$ cat src/hdl/bdq_pkg.sv
package bdq_pkg;

    // Field widths of the stream payload
    localparam int OP_W     = 3;
    localparam int VALUE_W  = 32;
    localparam int POS_W    = 6;
    localparam int STATUS_W = 2;

    // Most results a single list command produces
    localparam int RESULT_LIMIT = 32;

    // Operation codes on the input side
    localparam logic [OP_W-1:0] OP_PUSH_FRONT = 3'd0;
    localparam logic [OP_W-1:0] OP_PUSH_BACK  = 3'd1;
    localparam logic [OP_W-1:0] OP_POP_FRONT  = 3'd2;
    localparam logic [OP_W-1:0] OP_POP_BACK   = 3'd3;
    localparam logic [OP_W-1:0] OP_LIST       = 3'd4;
    localparam logic [OP_W-1:0] OP_SEARCH     = 3'd5;

    // Result status codes
    localparam logic [STATUS_W-1:0] STAT_OK        = 2'd0;
    localparam logic [STATUS_W-1:0] STAT_EMPTY     = 2'd1;
    localparam logic [STATUS_W-1:0] STAT_FULL      = 2'd2;
    localparam logic [STATUS_W-1:0] STAT_NOT_FOUND = 2'd3;

    // Decoded command handed from the front end to the execution unit
    typedef struct packed {
        logic                      push;
        logic                      pop;
        logic                      list;
        logic                      search;
        logic                      front_end;
        logic signed [VALUE_W-1:0] value;
    } t_cmd;

endpackage

$ cat src/hdl/bounded_deque_with_search_top.sv
// Bounded double-ended queue of signed 32-bit values with linear search.
// Slave channel: one transaction per operation; tuser carries the operation
// (push front, push back, pop front, pop back, list, search), tdata the value
// or search key. Codes 6 and 7 are accepted and discarded without a result.
// Master channel: tdata carries item_value and position, tuser the status,
// tlast marks the final result of an operation.
// Accepted operations enter a two-entry command queue; the execution unit
// takes one operation at a time from it.
// A push, a push when full, or a pop or list on an empty sequence has its result
// registered as the unit takes it from the queue; a pop or the first listed
// value is registered from a registered read of the element store. A search
// reads the entries in order from the front and ends at the first match or end.
// A list then streams one value per cycle while the receiver is ready, at most
// 32 values. Pushes are taken at one operation per cycle while the output is
// not stalled; a pop, list or search holds the unit until its last result.
// After reset the sequence is empty; no clearing pass is run.
// When the receiver holds tready low the result stays in the output register,
// execution pauses and the queue fills, after which the slave tready drops.
module bounded_deque_with_search_top #(
    parameter int CAPACITY = 32
) (
    input  logic        i_clk,
    input  logic        i_rst_n,
    input  logic        i_s_axis_tvalid,
    output logic        o_s_axis_tready,
    input  logic [31:0] i_s_axis_tdata,   // [31:0] value
    input  logic [2:0]  i_s_axis_tuser,   // [2:0] operation
    output logic        o_m_axis_tvalid,
    input  logic        i_m_axis_tready,
    output logic [39:0] o_m_axis_tdata,   // [31:0] item_value, [37:32] position
    output logic [1:0]  o_m_axis_tuser,   // [1:0] status
    output logic        o_m_axis_tlast
);

    import bdq_pkg::*;

    logic                      q_valid;
    t_cmd                      q_cmd;
    logic                      q_take;
    logic signed [VALUE_W-1:0] out_value;
    logic [POS_W-1:0]          out_pos;

    bdq_front u_front (
        .i_clk     (i_clk),
        .i_rst_n   (i_rst_n),
        .i_s_valid (i_s_axis_tvalid),
        .o_s_ready (o_s_axis_tready),
        .i_op      (i_s_axis_tuser),
        .i_value   (i_s_axis_tdata),
        .o_q_valid (q_valid),
        .o_q_cmd   (q_cmd),
        .i_q_take  (q_take)
    );

    bdq_back #(
        .CAPACITY (CAPACITY)
    ) u_back (
        .i_clk        (i_clk),
        .i_rst_n      (i_rst_n),
        .i_q_valid    (q_valid),
        .i_q_cmd      (q_cmd),
        .o_q_take     (q_take),
        .o_out_valid  (o_m_axis_tvalid),
        .i_out_ready  (i_m_axis_tready),
        .o_out_status (o_m_axis_tuser),
        .o_out_value  (out_value),
        .o_out_pos    (out_pos),
        .o_out_last   (o_m_axis_tlast)
    );

    // Pack the result payload, padded to whole bytes
    assign o_m_axis_tdata = {2'b00, out_pos, out_value};

endmodule

$ cat src/hdl/bdq_ram.sv
module bdq_ram #(
    parameter int WIDTH = 32,
    parameter int DEPTH = 32
) (
    input  logic                     i_clk,
    input  logic                     i_wr_en,
    input  logic [$clog2(DEPTH)-1:0] i_wr_addr,
    input  logic [WIDTH-1:0]         i_wr_data,
    input  logic                     i_rd_en,
    input  logic [$clog2(DEPTH)-1:0] i_rd_addr,
    output logic [WIDTH-1:0]         o_rd_data
);

    logic [WIDTH-1:0] r_mem [DEPTH];
    logic [WIDTH-1:0] r_rd_data;

    // One write port, one registered read port; read data holds while idle
    always_ff @(posedge i_clk) begin
        if (i_wr_en) begin
            r_mem[i_wr_addr] <= i_wr_data;
        end
        if (i_rd_en) begin
            r_rd_data <= r_mem[i_rd_addr];
        end
    end

    assign o_rd_data = r_rd_data;

endmodule

$ cat src/hdl/bdq_front.sv
module bdq_front (
    input  logic                               i_clk,
    input  logic                               i_rst_n,
    input  logic                               i_s_valid,
    output logic                               o_s_ready,
    input  logic [bdq_pkg::OP_W-1:0]           i_op,
    input  logic signed [bdq_pkg::VALUE_W-1:0] i_value,
    output logic                               o_q_valid,
    output bdq_pkg::t_cmd                      o_q_cmd,
    input  logic                               i_q_take
);

    import bdq_pkg::*;

    t_cmd       dec_cmd;
    logic       dec_ok;
    logic       accept;
    t_cmd       r_slot [2];
    logic       r_wr_ptr;
    logic       r_rd_ptr;
    logic [1:0] r_fill;
    logic [1:0] n_fill;

    // Classify the operation; unused codes are dropped here
    always_comb begin
        dec_cmd           = '0;
        dec_cmd.value     = i_value;
        dec_cmd.front_end = (i_op == OP_PUSH_FRONT) || (i_op == OP_POP_FRONT);
        dec_ok            = 1'b1;
        unique case (i_op) inside
            OP_PUSH_FRONT, OP_PUSH_BACK: dec_cmd.push   = 1'b1;
            OP_POP_FRONT, OP_POP_BACK:   dec_cmd.pop    = 1'b1;
            OP_LIST:                     dec_cmd.list   = 1'b1;
            OP_SEARCH:                   dec_cmd.search = 1'b1;
            default:                     dec_ok         = 1'b0;
        endcase
    end

    assign o_s_ready = (r_fill != 2'd2);
    assign accept    = i_s_valid && o_s_ready && dec_ok;
    assign o_q_valid = (r_fill != 2'd0);
    assign o_q_cmd   = r_slot[r_rd_ptr];

    // Two-entry command queue
    always_comb begin
        n_fill = r_fill;
        if (accept && !(o_q_valid && i_q_take)) begin
            n_fill = r_fill + 2'd1;
        end else if (!accept && o_q_valid && i_q_take) begin
            n_fill = r_fill - 2'd1;
        end
    end

    always_ff @(posedge i_clk) begin
        if (!i_rst_n) begin
            r_wr_ptr <= 1'b0;
            r_rd_ptr <= 1'b0;
            r_fill   <= 2'd0;
        end else begin
            r_fill <= n_fill;
            if (accept) begin
                r_wr_ptr <= ~r_wr_ptr;
            end
            if (o_q_valid && i_q_take) begin
                r_rd_ptr <= ~r_rd_ptr;
            end
        end
    end

    always_ff @(posedge i_clk) begin
        if (accept) begin
            r_slot[r_wr_ptr] <= dec_cmd;
        end
    end

endmodule

$ cat src/hdl/bdq_back.sv
module bdq_back #(
    parameter int CAPACITY = 32
) (
    input  logic                                i_clk,
    input  logic                                i_rst_n,
    input  logic                                i_q_valid,
    input  bdq_pkg::t_cmd                       i_q_cmd,
    output logic                                o_q_take,
    output logic                                o_out_valid,
    input  logic                                i_out_ready,
    output logic [bdq_pkg::STATUS_W-1:0]        o_out_status,
    output logic signed [bdq_pkg::VALUE_W-1:0]  o_out_value,
    output logic [bdq_pkg::POS_W-1:0]           o_out_pos,
    output logic                                o_out_last
);

    import bdq_pkg::*;

    localparam int IW = $clog2(CAPACITY);
    localparam int CW = $clog2(CAPACITY + 1);
    localparam int PW = (CW > POS_W) ? CW : POS_W;

    localparam logic [1:0] S_IDLE = 2'd0;
    localparam logic [1:0] S_POP  = 2'd1;
    localparam logic [1:0] S_LIST = 2'd2;
    localparam logic [1:0] S_SRCH = 2'd3;

    logic [1:0]                r_state,      n_state;
    logic [IW-1:0]             r_front,      n_front;
    logic [CW-1:0]             r_count,      n_count;
    logic [CW-1:0]             r_idx,        n_idx;
    logic                      r_pend,       n_pend;
    logic [CW-1:0]             r_pend_off,   n_pend_off;
    logic signed [VALUE_W-1:0] r_key,        n_key;
    logic                      r_out_valid,  n_out_valid;
    logic [STATUS_W-1:0]       r_out_status, n_out_status;
    logic signed [VALUE_W-1:0] r_out_value,  n_out_value;
    logic [POS_W-1:0]          r_out_pos,    n_out_pos;
    logic                      r_out_last,   n_out_last;

    logic                      out_free;
    logic                      ram_wr_en;
    logic [IW-1:0]             ram_wr_addr;
    logic                      ram_rd_en;
    logic [IW-1:0]             ram_rd_addr;
    logic [VALUE_W-1:0]        ram_rd_data;
    logic                      hit;
    logic                      list_last;

    // Store slot of a given offset from the front, wrapped once
    function automatic logic [IW-1:0] slot_of(input logic [IW-1:0] front,
                                              input logic [CW-1:0] off);
        logic [CW:0] s;
        s = (CW + 1)'(front) + (CW + 1)'(off);
        if (s >= (CW + 1)'(CAPACITY)) begin
            s = s - (CW + 1)'(CAPACITY);
        end
        return s[IW-1:0];
    endfunction

    // 1-based position, at the wider of the count and position widths
    function automatic logic [PW-1:0] pos_of(input logic [CW-1:0] off);
        return PW'(off) + PW'(1);
    endfunction

    bdq_ram #(
        .WIDTH (VALUE_W),
        .DEPTH (CAPACITY)
    ) u_store (
        .i_clk     (i_clk),
        .i_wr_en   (ram_wr_en),
        .i_wr_addr (ram_wr_addr),
        .i_wr_data (i_q_cmd.value),
        .i_rd_en   (ram_rd_en),
        .i_rd_addr (ram_rd_addr),
        .o_rd_data (ram_rd_data)
    );

    assign out_free  = !r_out_valid || i_out_ready;
    assign hit       = r_pend && (ram_rd_data == r_key);
    assign list_last = (pos_of(r_idx) == PW'(r_count)) ||
                       (pos_of(r_idx) == PW'(RESULT_LIMIT));

    // Command execution
    always_comb begin
        n_state      = r_state;
        n_front      = r_front;
        n_count      = r_count;
        n_idx        = r_idx;
        n_pend       = r_pend;
        n_pend_off   = r_pend_off;
        n_key        = r_key;
        n_out_valid  = r_out_valid && !i_out_ready;
        n_out_status = r_out_status;
        n_out_value  = r_out_value;
        n_out_pos    = r_out_pos;
        n_out_last   = r_out_last;
        o_q_take     = 1'b0;
        ram_wr_en    = 1'b0;
        ram_wr_addr  = slot_of(r_front, r_count);
        ram_rd_en    = 1'b0;
        ram_rd_addr  = r_front;

        unique case (r_state)
            S_IDLE: begin
                if (i_q_valid && out_free) begin
                    o_q_take     = 1'b1;
                    n_out_status = STAT_OK;
                    n_out_value  = '0;
                    n_out_pos    = '0;
                    n_out_last   = 1'b1;
                    if (i_q_cmd.push) begin
                        n_out_valid = 1'b1;
                        if (r_count == CW'(CAPACITY)) begin
                            n_out_status = STAT_FULL;
                        end else begin
                            ram_wr_en = 1'b1;
                            n_count   = r_count + CW'(1);
                            if (i_q_cmd.front_end) begin
                                n_front     = (r_front == '0) ? IW'(CAPACITY - 1)
                                                              : r_front - IW'(1);
                                ram_wr_addr = n_front;
                            end
                        end
                    end else if (i_q_cmd.pop || i_q_cmd.list) begin
                        if (r_count == '0) begin
                            n_out_valid  = 1'b1;
                            n_out_status = STAT_EMPTY;
                        end else if (i_q_cmd.list) begin
                            ram_rd_en = 1'b1;
                            n_idx     = '0;
                            n_state   = S_LIST;
                        end else begin
                            ram_rd_en = 1'b1;
                            n_count   = r_count - CW'(1);
                            n_state   = S_POP;
                            if (i_q_cmd.front_end) begin
                                n_front = (r_front == IW'(CAPACITY - 1)) ? '0
                                                                         : r_front + IW'(1);
                            end else begin
                                ram_rd_addr = slot_of(r_front, r_count - CW'(1));
                            end
                        end
                    end else begin
                        n_key   = i_q_cmd.value;
                        n_idx   = '0;
                        n_pend  = 1'b0;
                        n_state = S_SRCH;
                    end
                end
            end

            S_POP: begin
                if (out_free) begin
                    n_out_valid  = 1'b1;
                    n_out_status = STAT_OK;
                    n_out_value  = ram_rd_data;
                    n_out_pos    = '0;
                    n_out_last   = 1'b1;
                    n_state      = S_IDLE;
                end
            end

            // One value per cycle while the output is free; the next read overlaps the current result
            S_LIST: begin
                if (out_free) begin
                    n_out_valid  = 1'b1;
                    n_out_status = STAT_OK;
                    n_out_value  = ram_rd_data;
                    n_out_pos    = POS_W'(pos_of(r_idx));
                    n_out_last   = list_last;
                    if (list_last) begin
                        n_state = S_IDLE;
                    end else begin
                        ram_rd_en   = 1'b1;
                        ram_rd_addr = slot_of(r_front, r_idx + CW'(1));
                        n_idx       = r_idx + CW'(1);
                    end
                end
            end

            // Compare the entry from the previous store read while fetching the next one
            S_SRCH: begin
                if (hit || (!r_pend && (r_idx == r_count))) begin
                    if (out_free) begin
                        n_out_valid = 1'b1;
                        n_out_last  = 1'b1;
                        n_pend      = 1'b0;
                        n_state     = S_IDLE;
                        if (hit) begin
                            n_out_status = STAT_OK;
                            n_out_value  = r_key;
                            n_out_pos    = POS_W'(pos_of(r_pend_off));
                        end else begin
                            n_out_status = STAT_NOT_FOUND;
                            n_out_value  = '0;
                            n_out_pos    = '0;
                        end
                    end
                end else if (r_idx < r_count) begin
                    ram_rd_en   = 1'b1;
                    ram_rd_addr = slot_of(r_front, r_idx);
                    n_pend      = 1'b1;
                    n_pend_off  = r_idx;
                    n_idx       = r_idx + CW'(1);
                end else begin
                    n_pend = 1'b0;
                end
            end

            default: n_state = S_IDLE;
        endcase
    end

    always_ff @(posedge i_clk) begin
        if (!i_rst_n) begin
            r_state     <= S_IDLE;
            r_front     <= '0;
            r_count     <= '0;
            r_pend      <= 1'b0;
            r_out_valid <= 1'b0;
        end else begin
            r_state     <= n_state;
            r_front     <= n_front;
            r_count     <= n_count;
            r_pend      <= n_pend;
            r_out_valid <= n_out_valid;
        end
    end

    always_ff @(posedge i_clk) begin
        r_idx        <= n_idx;
        r_pend_off   <= n_pend_off;
        r_key        <= n_key;
        r_out_status <= n_out_status;
        r_out_value  <= n_out_value;
        r_out_pos    <= n_out_pos;
        r_out_last   <= n_out_last;
    end

    assign o_out_valid  = r_out_valid;
    assign o_out_status = r_out_status;
    assign o_out_value  = r_out_value;
    assign o_out_pos    = r_out_pos;
    assign o_out_last   = r_out_last;

endmodule
$ cat config.mk
export PLATFORM = sky130hd
export DESIGN_NAME = bounded_deque_with_search_top
export DESIGN_NICKNAME = d
export VERILOG_FILES = /design/src/hdl/bdq_pkg.sv /design/src/hdl/bounded_deque_with_search_top.sv /design/src/hdl/bdq_ram.sv /design/src/hdl/bdq_front.sv /design/src/hdl/bdq_back.sv
export SDC_FILE = /design/constraint.sdc
export NUM_CORES = 1
export LEC_CHECK = 0
export ABC_CLOCK_PERIOD_IN_PS = 9200
export BUFFER_PORTS_ARGS = -buffer_cell sky130_fd_sc_hd__buf_2
export CAP_MARGIN = 20
export CORE_ASPECT_RATIO = 1.5
export CORE_MARGIN = 10
export CORE_UTILIZATION = 52
export DETAILED_ROUTE_END_ITERATION = 16
export MAX_ROUTING_LAYER = met4
export PLACE_DENSITY = 0.73
export SYNTH_ARGS = -nofsm -noshare
export SYNTH_HDL_FRONTEND = slang
export SYNTH_HIERARCHICAL = 1
export SYNTH_SLANG_ARGS = --single-unit
$ cat constraint.sdc
create_clock -name i_clk -period 9.2 [get_ports i_clk]
set_clock_uncertainty 0.1 [all_clocks]
set_input_delay 1.84 -clock i_clk [delete_from_list [all_inputs] [get_ports i_clk]]
set_output_delay 1.84 -clock i_clk [all_outputs]
set_load 0.02 [all_outputs]
# Word-level counts from Yosys, hierarchy flattened
# Memories as Yosys holds them, arrays and structs flattened. A register that Yosys moved wholly into a read port is not among the register bits.
# Index checks and enable logic that the tools add are counted.
[classes] add_sub_neg=16 order_cmp=5 n_eq_ne=35 mux=123 n_bitwise=5 n_reduce_logical=43
[ops] op="$mux 32" count=5
[ops] op="$mux 5" count=28
[ops] op="$mux 6" count=20
[ops] op="$pmux 32 s3" count=1
[ops] op="$mux 1" count=41
[ops] op="$mux 2" count=19
[ops] op="$eq 32x32->1" count=1
[ops] op="$add 5x6->7" count=4
[ops] op="$ge 7x6->1 const B" count=4
[ops] op="$sub 5x1->5 const B" count=5
[ops] op="$pmux 6 s4" count=1
[ops] op="$add 6x1->6 const B" count=3
[ops] op="$ne 2x2->1 const B" count=9
[ops] op="$pmux 6 s3" count=1
[ops] op="$ne 2x1->1 const B" count=8
[ops] op="$pmux 5 s3" count=1
[ops] op="$eq 6x6->1" count=2
[ops] op="$eq 6x6->1 const B" count=2
[ops] op="$reduce_and 6->1" count=2
[ops] op="$logic_and 1x1->1" count=10
[ops] op="$reduce_and 5->1" count=2
[ops] op="$reduce_and 9->1" count=1
[ops] op="$pmux 2 s4" count=1
[ops] op="$reduce_and 4->1" count=2
[ops] op="30 further kinds" count=54
[word_totals] ff_bits=104 ram_bits=1098 input_bits=39 word_cells=244 mem_count=2
[mem_list] memory="u_back.u_store.r_mem" words=32 word_bits=32 read_ports=1 rd_ports_with_merged_regs=1 wr=1 line_no="bdq_ram.sv:14" source="logic [WIDTH-1:0] r_mem [DEPTH];"
[mem_list] memory="u_front.r_slot" words=2 word_bits=37 read_ports=1 rd_ports_with_merged_regs=1 wr=1 line_no="bdq_front.sv:18" source="t_cmd r_slot [2];"

# Depth between registers and ports, before layout
[depth] depth_word=11 depth_mapped=18

# Hierarchy
# Netlist, hierarchy kept.
[modules_own_cells] mod="bdq_ram" n_inst=1 cells_each=2260 area_per_inst_um2=40812.9
[modules_own_cells] mod="bdq_back" n_inst=1 cells_each=574 area_per_inst_um2=6015.8
[modules_own_cells] mod="bdq_front" n_inst=1 cells_each=148 area_per_inst_um2=2987.9
[modules_own_cells] mod="bounded_deque_with_search_top" n_inst=1 cells_each=3 area_per_inst_um2=18.8

# Worst setup path after synthesis
# OpenSTA, ideal clock, no wires.
[synth_timing] path_type="input to register" start="input i_m_axis_tready" end="register u_back.r_key[0] (enable)" setup_ns=0.505 arrival_ns=5.356 required_ns=8.595 slack_ns=3.238 path_stages=3 n_path_buf=0 path_cell_list="nand2b_1 -> nand3_1 -> nor4_1"
[synth_via] elab_chain_cells=3
[synth_lines] item="start: declaration" line_no="bounded_deque_with_search_top.sv:29" source="input logic i_m_axis_tready,"
[synth_lines] item="$logic_or 1x1->1" line_no="bdq_back.sv:79" source="assign out_free = !r_out_valid || i_out_ready;"
[synth_lines] item="$logic_and 1x1->1" line_no="bdq_back.sv:106" source="if (i_q_valid && out_free) begin"
[synth_lines] item="$reduce_and 4->1 (no line)"
[synth_lines] item="end signal: assignment" line_no="bdq_back.sv:234" source="r_key <= n_key;"
[synth_lines] item="end: declaration" line_no="bdq_back.sv:34" source="logic signed [VALUE_W-1:0] r_key, n_key;"
# No other way between the ends.
# A chain may end at the register's enable or synchronous reset.

==> metrics.txt <==
gpl congestion 0.9489; grt ovf 0; drt drc 0; DR vias 27,650; CP Max Fanout 36; Final setup viols 0; layout cell share with drive strength beyond 1 12.42%; Post-CTS Resized 0; Vias per Instance 6.261; CTS Buf Count 101; Setup crit end kind register; fmax 152.3 MHz; Syn Inst Count 2,981; wirelength, routed 129.2 mm; unrepaired setup endpoints after global routing false; Fin Hold WS 402.3 ps; Final Power 19.12 mW; first-pass GRT wire length 186.3 mm; All-Layer GR Usage 24.09%; PD cells 347.0 nW/µm²; fin crit period 6564 ps; period utilization 71.35%; I/O pin total 84; Core ar. 94,620 µm²; WP data required 9460 ps; CTS tree done; Die Wd 272.6 µm; postcts setup bufs 0; largest net degree at the start of global routing 129; slew at the pin with the worst max-slew slack 1227 ps; cell total after placement 4,222; Starting Density 52.58%; root buffer cell clkbuf_16; Worst EP arrival 6830 ps; final cell count without fillers 4,417; critical path type register to register; DRT Pass-1 Iters 6; hpwl dp 75.35 mm; relative slew slack 18.19%; DIE AREA 108,700 µm²; antenna-violating nets left 0; Fin Setup TNS 0 ps; max-slew violations 0; Syn Std Cell Area 49,750 µm²; initial antenna violation count 6; CTS H-tree depth 3; Hold WC Path Type register to register; final hold viol count 0; Leakage 17.22 nW; Synth Area per Inst 16.69 µm²; Syn. warnings 6; hold_buf cts 0; CTS clk-pin slew, worst paths 60 ps; Layout area overhead 10.77%; status finished clean; clk sinks 1,233; nets@finish 3,144; Skew-Pair Late Insertion Delay 710 ps; vias in the first global route 27,650; Max Buffers Root-to-Sink 3; maximum vdd ir drop 0.3312 mV; Row Count 138; Max-cap violations 0; Die H 398.8 µm; starting DRC count in detailed routing 3,031; crit start category register; drt wl/cell 29.26 µm; Buffers on Ports 81
-- metrics by stage --
stage / utilization (%) / instance area [µm²] / setup WS [ps]
3_5_place_dp: 54.62 / 51680 / 2637
3_3_place_gp: 54.53 / 51600 / 2744
4_1_cts: 58.16 / 55030 / 2775
2_1_floorplan: - / 49760 / 3238
5_1_grt: 58.24 / 55110 / 2188
6_report: 58.24 / 55110 / 2636
-- critical path, stage by stage, from the launching register on --
cell and delay [ps]:
dfxtp_2 970, mux2_2 630, clkinv_1 500, nor4_1 1010, nand2_1 400, o21ai_0 790
nand3b_1 510, nor2_4 780, buf_4 500
-- layer usage --
metal / global-route usage [%] / part of all wire [%]
met3: 3.599 / 7.7
met5: - / 0
met2: 41.52 / 51
met1: 27.38 / 36
met4: 11.39 / 5.0
-- sequential cells by signal, indices dropped and copies added (netlist names), 5 cells and up, named ones only --
name,cells
u_back/o_out_pos,6
u_back/o_out_value,32
u_back/r_key,32
u_back/u_store/o_rd_data,32
u_back/r_count,6
u_back/r_idx,6
u_front/r_slot,72
u_back/r_front,5
u_back/r_pend_off,6
u_back/u_store/r_mem,1024
-- worst paths after layout --
kind                      start                      endpoint  slack [ps]  cells past startpoint
hold reg to reg   u_back/r_pend                 u_back/r_pend         400                      2
setup reg to reg       register  u_back/u_store/r_mem[25][15]        2640                      8
setup / recovery       register  u_back/u_store/r_mem[25][15]        2640                      8
hold / removal    u_back/r_pend                 u_back/r_pend         400                      2
-- power by group --
part	switching (mW)	leakage, nW	internal [mW]
registers	0.322	11.1	7.13
logic	4.78	4.46	2.54
clock network	1.91	1.62	2.44
-- cell type report --
class                   count  area [µm²]
fillers                  7009       39510
flip-flops and latches   1233       36830
multi-input cells        1555       12200
clock buffers             132        2739
well taps                1260        1577
repair buffers            144        1031
clock inverters            58       610.6
inverters                  33       123.9
diodes                      2       5.005
-- layout by cell type (no fill, tap or decap), drive strengths merged, types with 4 or more instances in the layout --
cell type,count
a21o,9
nand4,6
a31oi,33
nor4,12
fa,4
o21ai,31
a211oi,5
and2,8
clkinv,42
nand2,139
dfxtp,20
o22ai,7
mux2,38
nor2,99
nor3b,4
a22o,65
clkbuf,132
clkinvlp,5
a21boi,10
a22oi,128
xnor2,48
xor2,22
nor3,47
nand2b,4
bufinv,12
inv,32
edfxtp,1213
nand3,114
mux2i,517
ha,33
buf,144
a21oi,114
nor2b,7
and3,4
nand3b,8
Note: power is estimated with default switching activity, not from simulation.
